==> src/rtl/core/path_wildcard_matcher_unit_defines.svh <==
// Assertion macros shared by the path wildcard matcher RTL.
// Depends on nothing; taken in by the files that assert.
`ifndef PATH_WILDCARD_MATCHER_UNIT_DEFINES_SVH
`define PATH_WILDCARD_MATCHER_UNIT_DEFINES_SVH

// Same-cycle implication, checked outside reset.
`define PWM_ASSERT_SAME(label, clk, rst_n, ante, cons) \
	label: assert property (@(posedge clk) disable iff (!rst_n) (ante) |-> (cons)) \
		else $error("path wildcard matcher: assertion failed");

// Next-cycle implication, checked outside reset.
`define PWM_ASSERT_NEXT(label, clk, rst_n, ante, cons) \
	label: assert property (@(posedge clk) disable iff (!rst_n) (ante) |=> (cons)) \
		else $error("path wildcard matcher: assertion failed");

`endif

==> src/rtl/core/pwm_pkg.sv <==
// Package for the path wildcard matcher: codes, constants and the token type
// that travels along the cell chain. Depends on nothing.
package pwm_pkg;

	localparam int PATTERN_MAX_DEF = 64;

	localparam logic [7:0] STAR_BYTE   = 8'h2A;
	localparam logic [7:0] DOLLAR_BYTE = 8'h24;

	// Input selector codes
	localparam logic [1:0] FUNC_PATTERN = 2'd0;
	localparam logic [1:0] FUNC_PATH    = 2'd1;
	localparam logic [1:0] FUNC_QUERY   = 2'd2;

	typedef enum logic [1:0] {
		KIND_PATH,
		KIND_LOAD,
		KIND_QUERY
	} kind_t;

	// Token handed from cell to cell; carry and shift are the neighbour bits
	typedef struct packed {
		logic       valid;
		kind_t      kind;
		logic [7:0] data;
		logic       wr_en;
		logic       anch;
		logic       qvalid;
		logic       qovf;
		logic [6:0] plen;
		logic       hit;
		logic       carry;
		logic       shift;
	} tok_t;

endpackage

==> src/rtl/core/pwm_front.sv <==
// Front control of the path wildcard matcher: load bookkeeping and token build.
// Depends on pwm_pkg and path_wildcard_matcher_unit_defines.svh.
`include "path_wildcard_matcher_unit_defines.svh"

module pwm_front #(
	parameter int PATTERN_MAX = pwm_pkg::PATTERN_MAX_DEF,
	localparam int CW = $clog2(PATTERN_MAX + 1)
) (
	input  logic          clk,
	input  logic          arst_n,
	input  logic          valid,
	input  logic          accept,
	input  logic [1:0]    func,
	input  logic [7:0]    data_byte,
	input  logic          last,
	output pwm_pkg::tok_t tok,
	output logic [CW-1:0] len,
	output logic [CW-1:0] widx
);

	localparam logic [CW-1:0] MAX_C = CW'(PATTERN_MAX);

	logic [CW-1:0] count_q;
	logic          load_done_q;
	logic          ovf_q;
	logic          dollar_q;

	logic          anch_cur;
	logic [CW-1:0] len_cur;
	logic [CW-1:0] cnt_base;
	logic          ovf_base;
	logic          we;
	logic [CW-1:0] cnt_next;
	logic          dollar_next;
	logic [CW-1:0] len_next;

	always_comb begin
		anch_cur    = (count_q != '0) && dollar_q;
		len_cur     = count_q - CW'(anch_cur);
		// a pattern byte after a finished load opens a new one
		cnt_base    = load_done_q ? '0 : count_q;
		ovf_base    = !load_done_q && ovf_q;
		we          = cnt_base < MAX_C;
		cnt_next    = we ? cnt_base + CW'(1) : cnt_base;
		dollar_next = we ? (data_byte == pwm_pkg::DOLLAR_BYTE) : dollar_q;
		len_next    = cnt_next - CW'(dollar_next);

		tok        = '0;
		tok.data   = data_byte;
		tok.anch   = anch_cur;
		tok.qvalid = load_done_q && !ovf_q && (count_q != '0);
		tok.qovf   = ovf_q;
		tok.plen   = 7'(count_q);
		len        = len_cur;
		widx       = cnt_base;

		unique case (func)
			pwm_pkg::FUNC_PATTERN: begin
				tok.valid = valid;
				tok.kind  = pwm_pkg::KIND_LOAD;
				tok.wr_en = we;
				len       = len_next;
			end
			pwm_pkg::FUNC_PATH: begin
				tok.valid = valid;
				tok.kind  = pwm_pkg::KIND_PATH;
			end
			pwm_pkg::FUNC_QUERY: begin
				tok.valid = valid;
				tok.kind  = pwm_pkg::KIND_QUERY;
			end
			default: begin
				tok.valid = 1'b0;
			end
		endcase
	end

	always_ff @(posedge clk or negedge arst_n) begin
		if (!arst_n) begin
			count_q     <= '0;
			load_done_q <= 1'b0;
			ovf_q       <= 1'b0;
			dollar_q    <= 1'b0;
		end else if (accept && func == pwm_pkg::FUNC_PATTERN) begin
			count_q     <= cnt_next;
			load_done_q <= last;
			ovf_q       <= ovf_base || !we;
			dollar_q    <= dollar_next;
		end
	end

	`PWM_ASSERT_SAME(a_ovf_saturated, clk, arst_n, ovf_q, count_q == MAX_C)

endmodule

==> config.mk <==
export PLATFORM = sky130hd
export DESIGN_NAME = pwm_front
export DESIGN_NICKNAME = d
export VERILOG_FILES = /design/src/rtl/core/pwm_pkg.sv /design/src/rtl/core/pwm_front.sv
export VERILOG_INCLUDE_DIRS = /design/src /design/src/rtl/core
export SDC_FILE = /design/constraint.sdc
export NUM_CORES = 1
export LEC_CHECK = 0
export ABC_AREA = 1
export BUFFER_PORTS_ARGS = -buffer_cell sky130_fd_sc_hd__buf_4
export CAP_MARGIN = 20
export CORE_AREA = 5 5 57 59
export DETAILED_ROUTE_END_ITERATION = 7
export DIE_AREA = 0 0 62 64
export GPL_TIMING_DRIVEN = 0
export PLACE_DENSITY = 0.74
export SYNTH_ARGS = -nofsm -noshare
export SYNTH_HDL_FRONTEND = slang
export SYNTH_SLANG_ARGS = --single-unit
==> constraint.sdc <==
create_clock -name clk -period 2.9 [get_ports clk]
set_clock_uncertainty 0.1 [all_clocks]
set_input_delay 0.725 -clock clk [delete_from_list [all_inputs] [get_ports clk]]
set_output_delay 0.725 -clock clk [all_outputs]
set_load 0.005 [all_outputs]
# After elaboration in Yosys (flattened, before gate mapping)

Cells that the tools add are included.

Bits in registers: 10
Input bits: 15
Output and inout port bits: 39
Word-level logic and storage cells: 30

Add/sub/neg operators: 3
Magnitude comparators: 1
Equality and inequality tests: 3
Muxes and demuxes: 7
Reductions and logical operators: 12

Operators with widths:

| cell                                                             | number |
|---|---|
| 7-bit two-way mux                                                | 3 |
| 7-bit by 1-bit subtractor with 7-bit output                      | 2 |
| 8-bit by 6-bit == test with 1-bit output (second input constant) | 1 |
| 7-bit by 1-bit adder with 7-bit output (second input constant)   | 1 |
| 7-bit less-than comparator (second input constant)               | 1 |
| 7-bit nonzero test                                               | 1 |
| 1-bit logical AND                                                | 5 |
| 2-bit one-hot mux with 2 select lines                            | 1 |
| 1-bit logical NOT                                                | 3 |
| 1-bit two-way mux                                                | 3 |
| 3-bit OR reduction                                               | 1 |
| 2-bit by 1-bit == test with 1-bit output (second input constant) | 1 |
| 2-bit == test (second input constant)                            | 1 |
| 2-bit logical NOT                                                | 1 |
| 1-bit logical OR                                                 | 1 |

# Logic depth before layout (Yosys ltp)

Depth after elaboration: 5
Gate-level depth with buffers: 16
Gate-level depth less buffers: 16

# Worst setup path before layout

OpenSTA, ideal clock, no wires.

Kind: input-to-output
Start: in data_byte[7]
End: out len[6]
Data arrival time: 1.904 ns
Required time: 2.075 ns
Setup slack: 0.171 ns
Stages on the path: 13
Path buffers: 0
Cell sequence: nor2_1 > nand3b_1 > o22ai_1 > ha_1 > ha_1 > inv_1 > nor2_4 > nand2_2 > nor2_4 > nand2_1 > nand2_1 > nand3_1 > nand2_1

Cells in the longest elaborated chain, start to end: 4

Ends and longest elaborated chain:

| element                                     | RTL line        | source |
|---|---|---|
| from (decl)                                 | pwm_front.sv:14 | `input logic [7:0] data_byte,` |
| 8-bit by 6-bit == test with 1-bit output    | pwm_front.sv:45 | `dollar_next = we ? (data_byte == pwm_pkg::DOLLAR_BYTE) : dollar_q;` |
| 1-bit two-way mux                           | pwm_front.sv:45 |  |
| named net dollar_next                       | pwm_front.sv:34 | `logic dollar_next;` |
| 7-bit by 1-bit subtractor with 7-bit output | pwm_front.sv:46 | `len_next = cnt_next - CW'(dollar_next);` |
| 7-bit two-way mux                           | pwm_front.sv:57 | `unique case (func)` |
| to (decl)                                   | pwm_front.sv:17 | `output logic [CW-1:0] len,` |

The timed path passes the listed nets, and every way through them passes these cells.

# Worst setup path after layout

Start: reg load_done_q
End: out len[6]

Cells in the longest elaborated chain, start to end: 5
Elaborated cells between the ends (all ways): 7
Those cells by class: add/sub (2); order compare (1); mux (4)

Ends and longest elaborated chain:

| element                                                                                     | RTL line                         | source |
|---|---|---|
| from (decl)                                                                                 | pwm_front.sv:24                  | `logic load_done_q;` |
| from (signal assigned)                                                                      | pwm_front.sv:86                  | `load_done_q <= last;` |
| 7-bit two-way mux (*)                                                                       | pwm_front.sv:41                  | `cnt_base = load_done_q ? '0 : count_q;` |
| 7-bit by 1-bit adder with 7-bit output / 7-bit less-than comparator (equally long branches) | pwm_front.sv:44, pwm_front.sv:43 |  |
| 7-bit two-way mux / 1-bit two-way mux (equally long branches)                               | pwm_front.sv:44, pwm_front.sv:45 |  |
| 7-bit by 1-bit subtractor with 7-bit output (*)                                             | pwm_front.sv:46                  |  |
| 7-bit two-way mux (*)                                                                       | pwm_front.sv:57                  |  |

Mark *: on every way between the ends. The rest lies on a longest branch, timed or not.

==> summary.md <==
| Metric | Value |
|---|---|
| Arrival time worst endpoint | `~2300 ps` |
| Final ANT Viol Nets | `0` |
| Top cells by area, synth | `dfrtp_1, buf_4, nand2_1, o21ai_0, inv_1` |
| Number of flops mapped to enable cells by yosys | `0` |
| Final Hold Violating Endpoints | `0` |
| CP max FO | `3` |
| Fraction of registers with async set/reset | `1.00` |
| Peak supply drop | `approximately 0.00032 V` |
| MaxCap Viol Count | `0` |
| Final worst-path cycle share | `1.09` |
| Avg Inst Size Synth | `6.73 um^2` |
| Synth top cells by count | `nand2_1, inv_1, nor2_1` |
| Clock transition at path regs | `~70 ps` |
| Per-cell routed wire length | `about 14 um` |
| Number of global-route vias before repair | `about 1300` |
| Top Family by Delay on Critical Path | `simple AND/OR/NAND/NOR gates` |
| Syn. warnings | `0` |
| Final Critical Period | `about 3100 ps` |
| Die X | `62 um` |
| Top-area cell type share of the netlist area | `0.225` |
| Core area | `roughly 0.0027 mm^2` |
| DRT iter0 DRCs | `70` |
| Starting Density | `0.417` |
| Fmax | `~0.32 GHz` |
| CTS tree | `yes` |
| CP Launch Type | `flop` |
| GRT overflow | `0` |
| Count leader, synth | `nand2_1` |
| Worst r2r src | `load_done_q` |
| Leakage power | `0.991 nW` |
| Remaining routing DRC violations | `0` |
| R2r endpoint | `count_q[1]` |
| Crit. End Element | `output pin` |
| Largest net degree at the start of global routing | `11` |
| Layout cells sized above 1 | `0.619` |
| Synth unique cells | `32` |
| Die Ht | `~64 um` |
| TritonRoute pass-1 iters | `4` |
| Pwr Total | `about 0.74 mW` |
| Crit Path Class | `reg2out` |
| H-tree Lvls | `1` |
| Global-route wire length before repair | `5840 um` |
| Worst path max stage delay | `between 400 and 500 ps` |
| Placed cell areas | `0.00153 mm^2` |
| Final Setup Violations | `5` |
| Worst hold slack | `approximately 170 ps` |
| Critical-path cell list | `buf_4, nor2_4, ha_4, nand2_2, nand2_2, inv_2, ha_4, inv_4, nor2_4, nand2_2, nor2_4, nand2_1, nand2_1, nand3_1, nand2_1, buf_4` |
| Mapped cell area | `0.00111 mm^2` |
| ANT cells | `0` |
| Die area | `0.00397 mm^2` |
| #FFs+latches synth | `10` |
| Clk_lat worst skew | `about 260 ps` |
| Hold buffers post-CTS | `0` |
| Post-Synthesis Cells | `~170` |
| Cell taking the most area after synthesis | `dfrtp_1` |
| Final Max Slew Viols | `0` |
| Status | `complete, but fails checks` |
| Slowest library cell on the worst path | `dfrtp_2` |
| Post-DP HPWL | `roughly 2400 um` |
| Min-Delay Path Class | `in2async` |
| GRT Util Overall | `0.193` |
| Vias per cell | `5.06` |
| Area growth syn-to-layout | `77.1%` |
| Initial antenna violation count | `0` |
| Worst Path Required | `between 2000 and 2500 ps` |
| Fin area | `around 0.0020 mm^2` |
| I/O pin count | `between 50 and 60` |
| Flop2flop setup slack | `between 1000 and 1500 ps` |
| Routed WL | `4020 um` |
| Failing checks | `negative setup slack` |
| Root buf cell | `clkbuf_4` |
| Top_reg_cell synth | `dfrtp_1` |
| # rows | `19` |
| Final #Nets | `between 200 and 300` |
| # clock sinks | `10` |
| Worst Path Buf+Inv | `4` |
| PnR worst setup slack | `-249 ps` |
| IO buf count | `50` |
| Vias | `about 1400` |
| Clock Path Buffers | `2` |
| Seq/Total Area, Yosys | `0.225` |
| Gpl congestion | `0.842` |
| TritonCTS buffer count | `3` |
| FF-to-FF path depth | `11` |
| PwrDens | `roughly 380 mW/mm^2` |
| RSZ-0062 raised after global routing | `yes` |
[layer usage]
| metal | part of all wire | global-route usage | up-vias |
|---|---|---|---|
| li1 | - | - | 679 |
| met4 | 0.029 | 0.0557 | 0 |
| met2 | 0.50 | 0.324 | 71 |
| met5 | 0 | 0 | - |
| met1 | 0.38 | 0.238 | 646 |
| met3 | 0.086 | 0.0443 | 12 |
[sequential cells by signal (all words and copies together) (netlist names)]
| signal | count |
|---|---|
| count_q | 7 |
| dollar_q | 1 |
| load_done_q | 1 |
| ovf_q | 1 |
[area by class of cell]
type | instances | area [um^2]
inverters | 24 | 100
clock buffers | 4 | 36.3
plain buffers | 16 | 126
fillers | 193 | 694
well taps | 31 | 38.8
flip-flops and latches | 10 | 258
multi-input cells | 115 | 801
repair buffers | 78 | 608
[how the worst max path moves through the flow]
stage	start	endpoint	slack [ps]	cells after the start
floorplan	data_byte[7]	len[6]	170	13
global placement	count_q[4]	len[4]	-250	13
detailed placement	count_q[4]	len[4]	-270	13
CTS	count_q[3]	len[4]	-180	13
global route	load_done_q	len[6]	-400	16
finish	load_done_q	len[6]	-250	16
[what timing repair did]
action,4_1_cts,5_1_grt
buffers inserted,19,9
resized for setup,51,11
pin swaps,10,13
endpoints found under the setup margin,7,6
[stage by stage]
step / utilization / cells / worst slack [ps] / TNS [ps]
detailed placement: 0.576 / 248 / -271 / -692
global route: 0.739 / 278 / -398 / -1660
CTS: 0.698 / 269 / -183 / -556
finish: 0.739 / 278 / -249 / -996
floorplan: - / 167 / 171 / 0
global placement: 0.576 / 248 / -252 / -645
[where the power goes]
| group | switching, mW | internal (mW) |
|---|---|---|
| clock | 0.0512 | 0.0762 |
| sequential | 0.0221 | 0.156 |
| combinational | 0.200 | 0.235 |
[cells by family after synthesis]
| family | share of synthesized area |
|---|---|
| simple gates | 0.340 |
| compound gates | 0.137 |
| xor+xnor | 0.00788 |
| fa+ha+maj | 0.0563 |
| buf+inv | 0.202 |
| other cells | 0.00338 |
| flops | 0.225 |
| mux | 0.0282 |
[cells in the final DEF, fill, tap and decap left out, types with 4 or more instances in the layout]
cell,count
nand3_2,5
nand2_2,9
nor2_2,5
dfrtp_2,6
nor2_1,12
nor2_4,6
a21oi_1,4
inv_1,15
nand2_1,22
o21ai_0,13
inv_2,6
nand3_1,7
buf_4,85
buf_6,7
dfrtp_1,4
Power figures use the tool's default switching activity.
