<file path="src/rtl/core/path_wildcard_matcher_unit_defines.svh">
// Assertion macros shared by the path wildcard matcher RTL.
// Depends on nothing; taken in by the files that assert.
`ifndef PATH_WILDCARD_MATCHER_UNIT_DEFINES_SVH
`define PATH_WILDCARD_MATCHER_UNIT_DEFINES_SVH

// Same-cycle implication, checked outside reset.
`define PWM_ASSERT_SAME(label, clk, rst_n, ante, cons) \
	label: assert property (@(posedge clk) disable iff (!rst_n) (ante) |-> (cons)) \
		else $error("path wildcard matcher: assertion failed");

// Next-cycle implication, checked outside reset.
`define PWM_ASSERT_NEXT(label, clk, rst_n, ante, cons) \
	label: assert property (@(posedge clk) disable iff (!rst_n) (ante) |=> (cons)) \
		else $error("path wildcard matcher: assertion failed");

`endif

</file>
<file path="src/rtl/core/pwm_pkg.sv">
// Package for the path wildcard matcher: codes, constants and the token type
// that travels along the cell chain. Depends on nothing.
package pwm_pkg;

	localparam int PATTERN_MAX_DEF = 64;

	localparam logic [7:0] STAR_BYTE   = 8'h2A;
	localparam logic [7:0] DOLLAR_BYTE = 8'h24;

	// Input selector codes
	localparam logic [1:0] FUNC_PATTERN = 2'd0;
	localparam logic [1:0] FUNC_PATH    = 2'd1;
	localparam logic [1:0] FUNC_QUERY   = 2'd2;

	typedef enum logic [1:0] {
		KIND_PATH,
		KIND_LOAD,
		KIND_QUERY
	} kind_t;

	// Token handed from cell to cell; carry and shift are the neighbour bits
	typedef struct packed {
		logic       valid;
		kind_t      kind;
		logic [7:0] data;
		logic       wr_en;
		logic       anch;
		logic       qvalid;
		logic       qovf;
		logic [6:0] plen;
		logic       hit;
		logic       carry;
		logic       shift;
	} tok_t;

endpackage

</file>
<file path="src/rtl/core/pwm_cell.sv">
// One position cell of the matcher chain: pattern byte, reach bit, end flag.
// Depends on pwm_pkg.
module pwm_cell #(
	parameter int PATTERN_MAX = pwm_pkg::PATTERN_MAX_DEF,
	parameter int POS = 0,
	localparam int CW = $clog2(PATTERN_MAX + 1)
) (
	input  logic          clk,
	input  logic          arst_n,
	input  logic          adv,
	input  pwm_pkg::tok_t tok_in,
	input  logic [CW-1:0] len_in,
	input  logic [CW-1:0] widx_in,
	output pwm_pkg::tok_t tok_out,
	output logic [CW-1:0] len_out,
	output logic [CW-1:0] widx_out
);

	localparam logic [CW-1:0] POS_C = CW'(POS);
	localparam logic          START = 1'(POS == 0);

	logic [7:0]    byte_q;
	logic          st_q;
	logic          end_q;
	pwm_pkg::tok_t tok_s1;
	logic [CW-1:0] len_s1;
	logic [CW-1:0] widx_s1;

	logic          wr_hit;
	logic [7:0]    byte_eff;
	logic          act;
	logic          at_len;
	logic          star;
	logic          is_path;
	logic          is_query;
	logic          st_new;
	logic          end_new;
	pwm_pkg::tok_t tok_nxt;

	always_comb begin
		wr_hit   = tok_in.valid && tok_in.kind == pwm_pkg::KIND_LOAD && tok_in.wr_en &&
			widx_in == POS_C;
		byte_eff = wr_hit ? tok_in.data : byte_q;
		act      = POS_C < len_in;
		at_len   = len_in == POS_C;
		star     = byte_eff == pwm_pkg::STAR_BYTE;
		is_path  = tok_in.kind == pwm_pkg::KIND_PATH;
		is_query = tok_in.kind == pwm_pkg::KIND_QUERY;

		// path byte: star self loop or literal shift; else restart at position zero
		st_new  = (is_path ? ((st_q && star && act) || tok_in.shift) : START) || tok_in.carry;
		end_new = is_path && (end_q || (st_new && at_len));

		tok_nxt       = tok_in;
		tok_nxt.carry = st_new && star && act;
		tok_nxt.shift = is_path && st_q && act && !star && (byte_eff == tok_in.data);
		if (is_query && at_len) begin
			tok_nxt.hit = tok_in.anch ? st_q : (st_q || end_q);
		end
	end

	always_ff @(posedge clk or negedge arst_n) begin
		if (!arst_n) begin
			st_q   <= START;
			end_q  <= 1'b0;
			tok_s1 <= '0;
		end else if (adv) begin
			tok_s1 <= tok_nxt;
			if (tok_in.valid) begin
				st_q  <= st_new;
				end_q <= end_new;
			end
		end
	end

	always_ff @(posedge clk) begin
		if (adv) begin
			len_s1  <= len_in;
			widx_s1 <= widx_in;
			if (wr_hit) begin
				byte_q <= tok_in.data;
			end
		end
	end

	assign tok_out  = tok_s1;
	assign len_out  = len_s1;
	assign widx_out = widx_s1;

endmodule

</file>
<file path="config.mk">
export PLATFORM = sky130hd
export DESIGN_NAME = pwm_cell
export DESIGN_NICKNAME = d
export VERILOG_FILES = /design/src/rtl/core/path_wildcard_matcher_unit_defines.svh /design/src/rtl/core/pwm_pkg.sv /design/src/rtl/core/pwm_cell.sv
export SDC_FILE = /design/constraint.sdc
export NUM_CORES = 1
export LEC_CHECK = 0
export BUFFER_PORTS_ARGS = -buffer_cell sky130_fd_sc_hd__clkbuf_2
export CORE_MARGIN = 1
export CORE_UTILIZATION = 45
export CTS_BUF_LIST = sky130_fd_sc_hd__clkbuf_4 sky130_fd_sc_hd__clkbuf_8 sky130_fd_sc_hd__clkbuf_16
export CTS_CLUSTER_SIZE = 25
export DETAILED_ROUTE_END_ITERATION = 12
export GPL_TIMING_DRIVEN = 0
export PLACE_DENSITY = 0.75
export SLEW_MARGIN = 20
export SYNTH_ARGS = -nofsm -noshare
export SYNTH_HDL_FRONTEND = slang
export SYNTH_SLANG_ARGS = --single-unit
</file>
<file path="constraint.sdc">
create_clock -name clk -period 1.5 [get_ports clk]
set_input_delay 0.075 -clock clk [delete_from_list [all_inputs] [get_ports clk]]
set_output_delay 0.075 -clock clk [all_outputs]
set_load 0.02 [all_outputs]
</file>
Yosys cells after proc, flatten, opt, wreduce, memory -nomap -nowiden
Cells that the tools add are included.
{ "totals": {"regBits": 49, "input_bits": 42, "output_inout_bits": 39, "elab_cells": 48} }
{ "op_classes": {"magnitude_cmp": 1, "eq_ne": 4, "n_mux": 4, "n_reduce_logical": 23} }
{ "op_table": {"columns": ["op", "count"], "rows": [
  ["1-bit logical AND", 14],
  ["7-bit logical NOT", 2],
  ["8-bit by 6-bit == test with 1-bit output, second input constant", 1],
  ["8-bit == test", 1],
  ["8-bit two-way mux", 1],
  ["1-bit by 7-bit < comparator with 1-bit output, first input constant", 1],
  ["1-bit logical OR", 4],
  ["1-bit two-way mux", 3],
  ["2-bit by 1-bit == test with 1-bit output, second input constant", 1],
  ["2-bit == test, second input constant", 1],
  ["2-bit logical NOT", 1],
  ["2-bit AND reduction", 1],
  ["1-bit logical NOT", 1]
]} }

Logic depth before layout (Yosys ltp)
Gate-level depths: netlist (run 1).
{ "depth": {"word_depth": 14, "ltp_mapped": 5, "mapped_depth_nobuf": 4} }

Least setup slack after synthesis (run 1)
Ideal clock, no wire load.
{ "synth_timing": {"kind": "reg-to-reg", "from": "reg byte_q[0]", "to": "reg tok_s1 (netlist bit tok_out[1])", "setup_ns": 0.067, "t_arrival_ns": 1.101, "t_required_ns": 1.433, "path_slack_ns": 0.332, "path_stages_with_launch": 5, "path_buffers": 0, "synth_period_minus_slack_ns": 1.168, "path_cell_list": "edfxtp_1 -> nor4b_1 -> nand2_1 -> mux2i_1 -> a32o_1"} }
{ "synth_via": {"elab_chain_len": 9} }
{ "synth_lines": {"columns": ["item", "line_no", "text"], "rows": [
  ["start, declared", "pwm_cell.sv:22", "logic [7:0] byte_q;"],
  ["start signal, assigned", "pwm_cell.sv:81", "byte_q <= tok_in.data;"],
  ["8-bit two-way mux (*)", null, null],
  ["8-bit by 6-bit == test with 1-bit output (*)", "pwm_cell.sv:46", "star = byte_eff == pwm_pkg::STAR_BYTE;"],
  ["1-bit logical AND (2 in series)", "pwm_cell.sv:51", "st_new = (is_path ? ((st_q && star && act) || tok_in.shift) : START) || tok_in.carry;"],
  ["1-bit logical OR", "pwm_cell.sv:51", null],
  ["1-bit two-way mux", "pwm_cell.sv:51", null],
  ["1-bit logical OR", "pwm_cell.sv:51", null],
  ["1-bit logical AND (*) (2 in series)", "pwm_cell.sv:55", "tok_nxt.carry = st_new && star && act;"],
  ["end signal, assigned", "pwm_cell.sv:68", "tok_s1 <= tok_nxt;"],
  ["end, declared", "pwm_cell.sv:25", "pwm_pkg::tok_t tok_s1;"]
]} }
Every way passes the cells marked *; elsewhere a longest branch is shown, timed or not.
A chain may end at the register's enable or synchronous reset.

Worst setup path in the final report (run 1)
{ "layout_timing": {"from": "in adv", "to": "reg tok_s1 (netlist bit tok_out[23])"} }
{ "layout_lines": {"columns": ["item", "line_no", "text"], "rows": [
  ["start, declared", "pwm_cell.sv:10", "input logic adv,"]
]} }
No word-level cell between the ends.

==> flow_summary.toml, run 1 <==
[timing]
finClkSkew_ns = 0.00764
rsz0062_at_grt = "false"
slew_headroom = 0.549
finalHoldViolations = 0
fmax_ghz = 0.706
fin_crit_sh = 0.945
min_period_ns = 1.42
hold_ws_ns = 0.00791
report.final.setup_viol = 0
worst_slack_ns = 0.0831
max_slew.worst_pin.slew_ns = 0.677
slew_viol_final = 0

[synth]
syn_area_per_cell_sq_um = 15.7
yosysTopAreaCellShare = 0.326
synth_warnings = 0
ys_ff_latch = 49
ys_seq_area_frac = 0.659
yosysUniqueCellTypes = 28
synth_top_cell_by_area = "edfxtp_1"
synth_area_leaders = "edfxtp_1 (33%), dfrtp_1 (32%), mux2_2 (12%)"
syn_area_sq_um = 2030
syn_inst = 129
synthesis.nets = 171

[clock_network]
post_cts_buffers = 0
cts.sinks = 49
path_clk_slew_ns = 0.09
cts_buffer_depth = 2
cts_tree = "yes"
worstSkewPairLatency_ns = 0.29
cts-root-buf = "clkbuf_8"
cts_htree_levels = 2
numCtsBuffers = 5

[detailed_routing]
ant_nets = 0
wl_um = 4050
first_iter_violations = 29
drc = 0
vias_per_cell = 5.02
dr.pass1.iters = 5
post_drt_wl_per_cell_um = 14.4
vias = 1412

[placement]
post-dp-hpwl_um = 2860
io_buffers = 80
placed_cell_area_sq_um = 2490
pre_cts_slack_ns = -0.233
place_congestion = 0.723

[global_route]
grt_pass1_vias = 1467
grt_overflow = 0
grtUsageTotal = 0.175
grt_max_degree = 28
antenna_found_initial = 0
grt_pass1_wl_um = 6640

[critical_path]
cp_top_family = "buffers and inverters"
required_ns = 1.68
crit_type = "in2reg"
rrSetupSlack_ns = 0.14
cp_cell_sequence = "clkbuf_2 > clkbuf_1 > buf_2 > mux2_2"
cp_max_fo = 23
slowest_stage = "clkbuf_2"
start_kind = "input port"
slowest_delay_ns = 0.44
crit_arrival_ns = 1.59
crit_path_end_kind = "flop"
cp.buffers_inverters = 3

[power_and_ir_drop]
p_leak_nw = 1.22
peakVddDrop_mv = 0.685
power.total_mw = 2.76
power.density_nw_per_um2 = 1020

[floorplanning]
die_h_um = 69.1
core_area_sq_um = 4350
boundaryPins = 81
die_width_um = 69.1
start_util = 0.466
die_area_sq_um = 4780
row_count = 24

[cells_and_area]
syn_to_final_growth_pct = 33.6
final_util = 0.622
finalNetCount = 270
drive_gt1_frac = 0.498
fin_area_sq_um = 2710
diodes = 0

[flow_run]
drv_cap = 0

[worst_hold_path]
hp-class = "in2reg"

[status]
status = "finished, final reports clean"
cell type report:
class                           instances  area, sq um
Inverter                                4         15.0
Tap cell                               52         65.1
Buffer                                  3         13.8
Clock inverter                          3         12.5
Fill cell                             358         1640
Clock buffer                            5         68.8
Multi-Input combinational cell         73          677
Sequential cell                        49         1340
Timing Repair Buffer                   92          520
routing by layer:
metal | vias up | share of wire | GRT usage
li1 | 681 | - | -
met1 | 675 | 0.44 | 0.221
met2 | 52 | 0.51 | 0.300
met3 | 4 | 0.051 | 0.0395
met4 | 0 | 0.0047 | 0.0544
met5 | - | 0 | 0
logic make-up after synthesis:
logic type,count (synthesis),share of synthesized area
AO/OA/AOI/OAI,9,0.0296
flip-flops,49,0.659
AND/OR/NAND/NOR,25,0.0913
XOR/XNOR,8,0.0345
multiplexers,31,0.171
buffers and inverters,7,0.0142
cells in the mapped netlist:
master,n
edfxtp_1,22
nor4bb_1,2
nor4b_4,1
dfrtp_1,26
nand3_4,1
a32o_1,1
nand2_1,5
mux2i_1,2
o2bb2ai_1,1
a221o_1,1
and4bb_1,1
nor4_1,3
dfstp_2,1
nor3_1,2
clkbuf_1,1
o21ai_0,3
nor4_2,1
a31oi_1,1
inv_1,4
nand4b_1,1
nor2_1,4
mux2_2,21
a21oi_1,2
nor4b_1,2
buf_2,2
xor2_1,8
mux2_1,8
nand3_1,2
where the power goes:
part | total, mW | leakage, nW | switching [mW] | internal [mW]
Clock | 0.714 | 0.0430 | 0.400 | 0.315
Combinational | 0.479 | 0.637 | 0.276 | 0.203
Sequential | 1.57 | 0.538 | 0.0508 | 1.52
cell usage in the layout (no fill, tap or decap), types with 4 or more instances in the layout:
cell / synthesis / layout
clkbuf_8: 0 / 5
mux2_2: 21 / 21
edfxtp_1: 22 / 22
mux2_1: 8 / 8
dfrtp_1: 26 / 26
clkbuf_2: 0 / 80
inv_1: 4 / 4
nand2_1: 5 / 5
dlygate4sd3_1: 0 / 12
nor2_1: 4 / 4
xor2_1: 8 / 8
flip-flops by register name (all words and copies together), names as in the netlist:
signal    cells
len_out       7
byte_q        8
end_q         1
st_q          1
tok_out      25
widx_out      7
through the flow:
stage	TNS (ns)	std cells
global placement	-3.35	261
detailed placement	-4.05	261
finish	0	281
global route	0	281
floorplan	0	129
CTS	0	281
repair_timing:
item,CTS,global route
hold buffers,12,0
setup endpoints to repair,0,3
hold endpoints to repair,37,0
gates resized for setup,0,2
worst paths after layout:
kind,cells past startpoint,start,end
max reg2reg,4,byte_q[4],tok_out[1]
max,4,adv,tok_out[23]
min in group asynchronous,2,arst_n,tok_out[13]
min reg2reg,1,tok_out[0],tok_out[0]
min,1,widx_in[1],widx_out[1]
max in group asynchronous,2,arst_n,tok_out[15]
worst reg2reg max path: stages, from the launching register on:
cell      delay (ns)
edfxtp_1        0.43
nor4bb_1        0.34
nand2_1         0.12
mux2i_1         0.22
a32o_1          0.20
(Power assumes the default switching activity.)
==> run 2, diff against run 1 <==
PLACE_DENSITY = 0.8   (was 0.75)
RECOVER_POWER = 50   (was unset)
clock period = 1.7 ns   (was 1.5 ns; I/O delays follow)
==> flow_summary.toml, run 2 (synthesis gave the netlist of run 1 again) <==
[global_route]
grt_pass1_wl_um = 7070
grtUsageTotal = 0.191
grt_max_degree = 28
grt_pass1_vias = 1515
antenna_found_initial = 0
grt_overflow = 0

[critical_path]
required_ns = 1.75
crit_path_end_kind = "flop"
slowest_stage = "dlygate4sd3_1"
reg2reg_from = "byte_q[4]"
crit_type = "in2reg"
slowest_delay_ns = 0.53
reg2reg_to = "tok_out[1]"
reg2reg_depth = 4
cp_max_fo = 9
rrSetupSlack_ns = 0.34
crit_arrival_ns = 1.64
start_kind = "input port"
cp_cell_sequence = "dlygate4sd3_1 > clkbuf_1 > nor4b_4 > nand3_4 > mux2_1"

[power_and_ir_drop]
power.total_mw = 2.50
p_leak_nw = 1.18
power.density_nw_per_um2 = 918
peakVddDrop_mv = 0.591

[cells_and_area]
fillers = 336
finalNetCount = 274
final_common_cell = "clkbuf_2"
largest_register_ffs = 25
syn_to_final_growth_pct = 34.2
diodes = 0
most-common-layout-cells = "clkbuf_2 (63), dfrtp_1 (26), edfxtp_1 (22), mux2_2 (21), clkbuf_1 (18)"
drive_gt1_frac = 0.421

[timing]
max_slew.worst_pin.slew_ns = 0.663
rsz0062_at_grt = "false"
setup-tns-final_ns = 0
fin_crit_sh = 0.931
slew_viol_final = 0
finClkSkew_ns = 0.00849
slew_headroom = 0.558
min_period_ns = 1.58
report.final.setup_viol = 0
fmax_ghz = 0.632
finalHoldViolations = 0

[clock_network]
post_cts_buffers = 0
cts_resized = 0
postCtsHoldBufs = 12
worstSkewPairLatency_ns = 0.31
cts.sinks = 49
cts_tree = "yes"
cts_buffer_depth = 2
cts-root-buf = "clkbuf_8"
cts_htree_levels = 2
numCtsBuffers = 5
path_clk_slew_ns = 0.09

[floorplanning]
die_h_um = 69.1
die_area_sq_um = 4780
die_width_um = 69.1
boundaryPins = 81
start_util = 0.466
row_count = 24
core_area_sq_um = 4350

[worst_hold_path]
min_to = "tok_out[9]"
hp-class = "in2reg"
hold_depth = 2
min_from = "tok_in[9]"

[detailed_routing]
post_drt_wl_per_cell_um = 14.7
first_iter_violations = 33
drc = 0
ant_nets = 0
vias = 1448
vias_per_cell = 5.08
wl_um = 4200
dr.pass1.iters = 4

[placement]
io_buffers = 80
place_congestion = 0.770
post-dp-hpwl_um = 2950

[status]
status = "finished, final reports clean"

[flow_run]
drv_cap = 0
[run 2: layer usage]
metal  part of all wire  wire length, um  up-vias  GRT usage
li1                   -                -      692          -
met3              0.057              240        7     0.0570
met4              0.015               63        0     0.0726
met2               0.51             2150       53      0.311
met1               0.42             1750      696      0.239
met5                  0                0        -          0
[run 2: power by group]
| group | internal, mW | switching, mW | total (mW) |
|---|---|---|---|
| Combinational | 0.178 | 0.242 | 0.420 |
| Sequential | 1.34 | 0.0468 | 1.39 |
| Clock | 0.292 | 0.398 | 0.691 |
[run 2: metrics by stage]
step	worst slack (ns)	hold slack [ns]	cells	area, sq um	util
after floorplan	0.532	-0.211	129	2030	-
after global placement	-0.0116	0.150	261	2490	0.573
after detailed placement	-0.0220	0.151	261	2490	0.573
after CTS	0.105	0.000169	281	2700	0.621
after global routing	0.00849	0.00180	285	2720	0.625
final	0.117	0.00823	285	2720	0.625
[run 2: cell type report]
type / count / area [sq um] / area share
inverter: 4 / 15.0 / 0.00551
buffer: 3 / 13.8 / 0.00506
clock buffer: 5 / 68.8 / 0.0253
multi-input combinational: 73 / 662 / 0.243
clock inverter: 3 / 21.3 / 0.00781
timing repair buffer: 96 / 539 / 0.198
sequential: 49 / 1340 / 0.491
tap: 52 / 65.1 / 0.0239
[run 2: worst max-delay path: cells and delay by family]
family,cells,cell delay [ns]
buf+inv,2,0.67
simple gates,2,0.52
mux,1,0.36
[run 2: how the worst max path moves through the flow]
stage / from / end / slack (ns) / cells past startpoint
floorplan: byte_q[0] / tok_out[1] / 0.53 / 4
global placement: adv / tok_out[23] / -0.01 / 4
detailed placement: adv / tok_out[11] / -0.02 / 4
CTS: widx_in[5] / byte_q[5] / 0.11 / 5
global route: widx_in[4] / byte_q[5] / 0.008 / 5
finish: widx_in[1] / byte_q[5] / 0.12 / 5
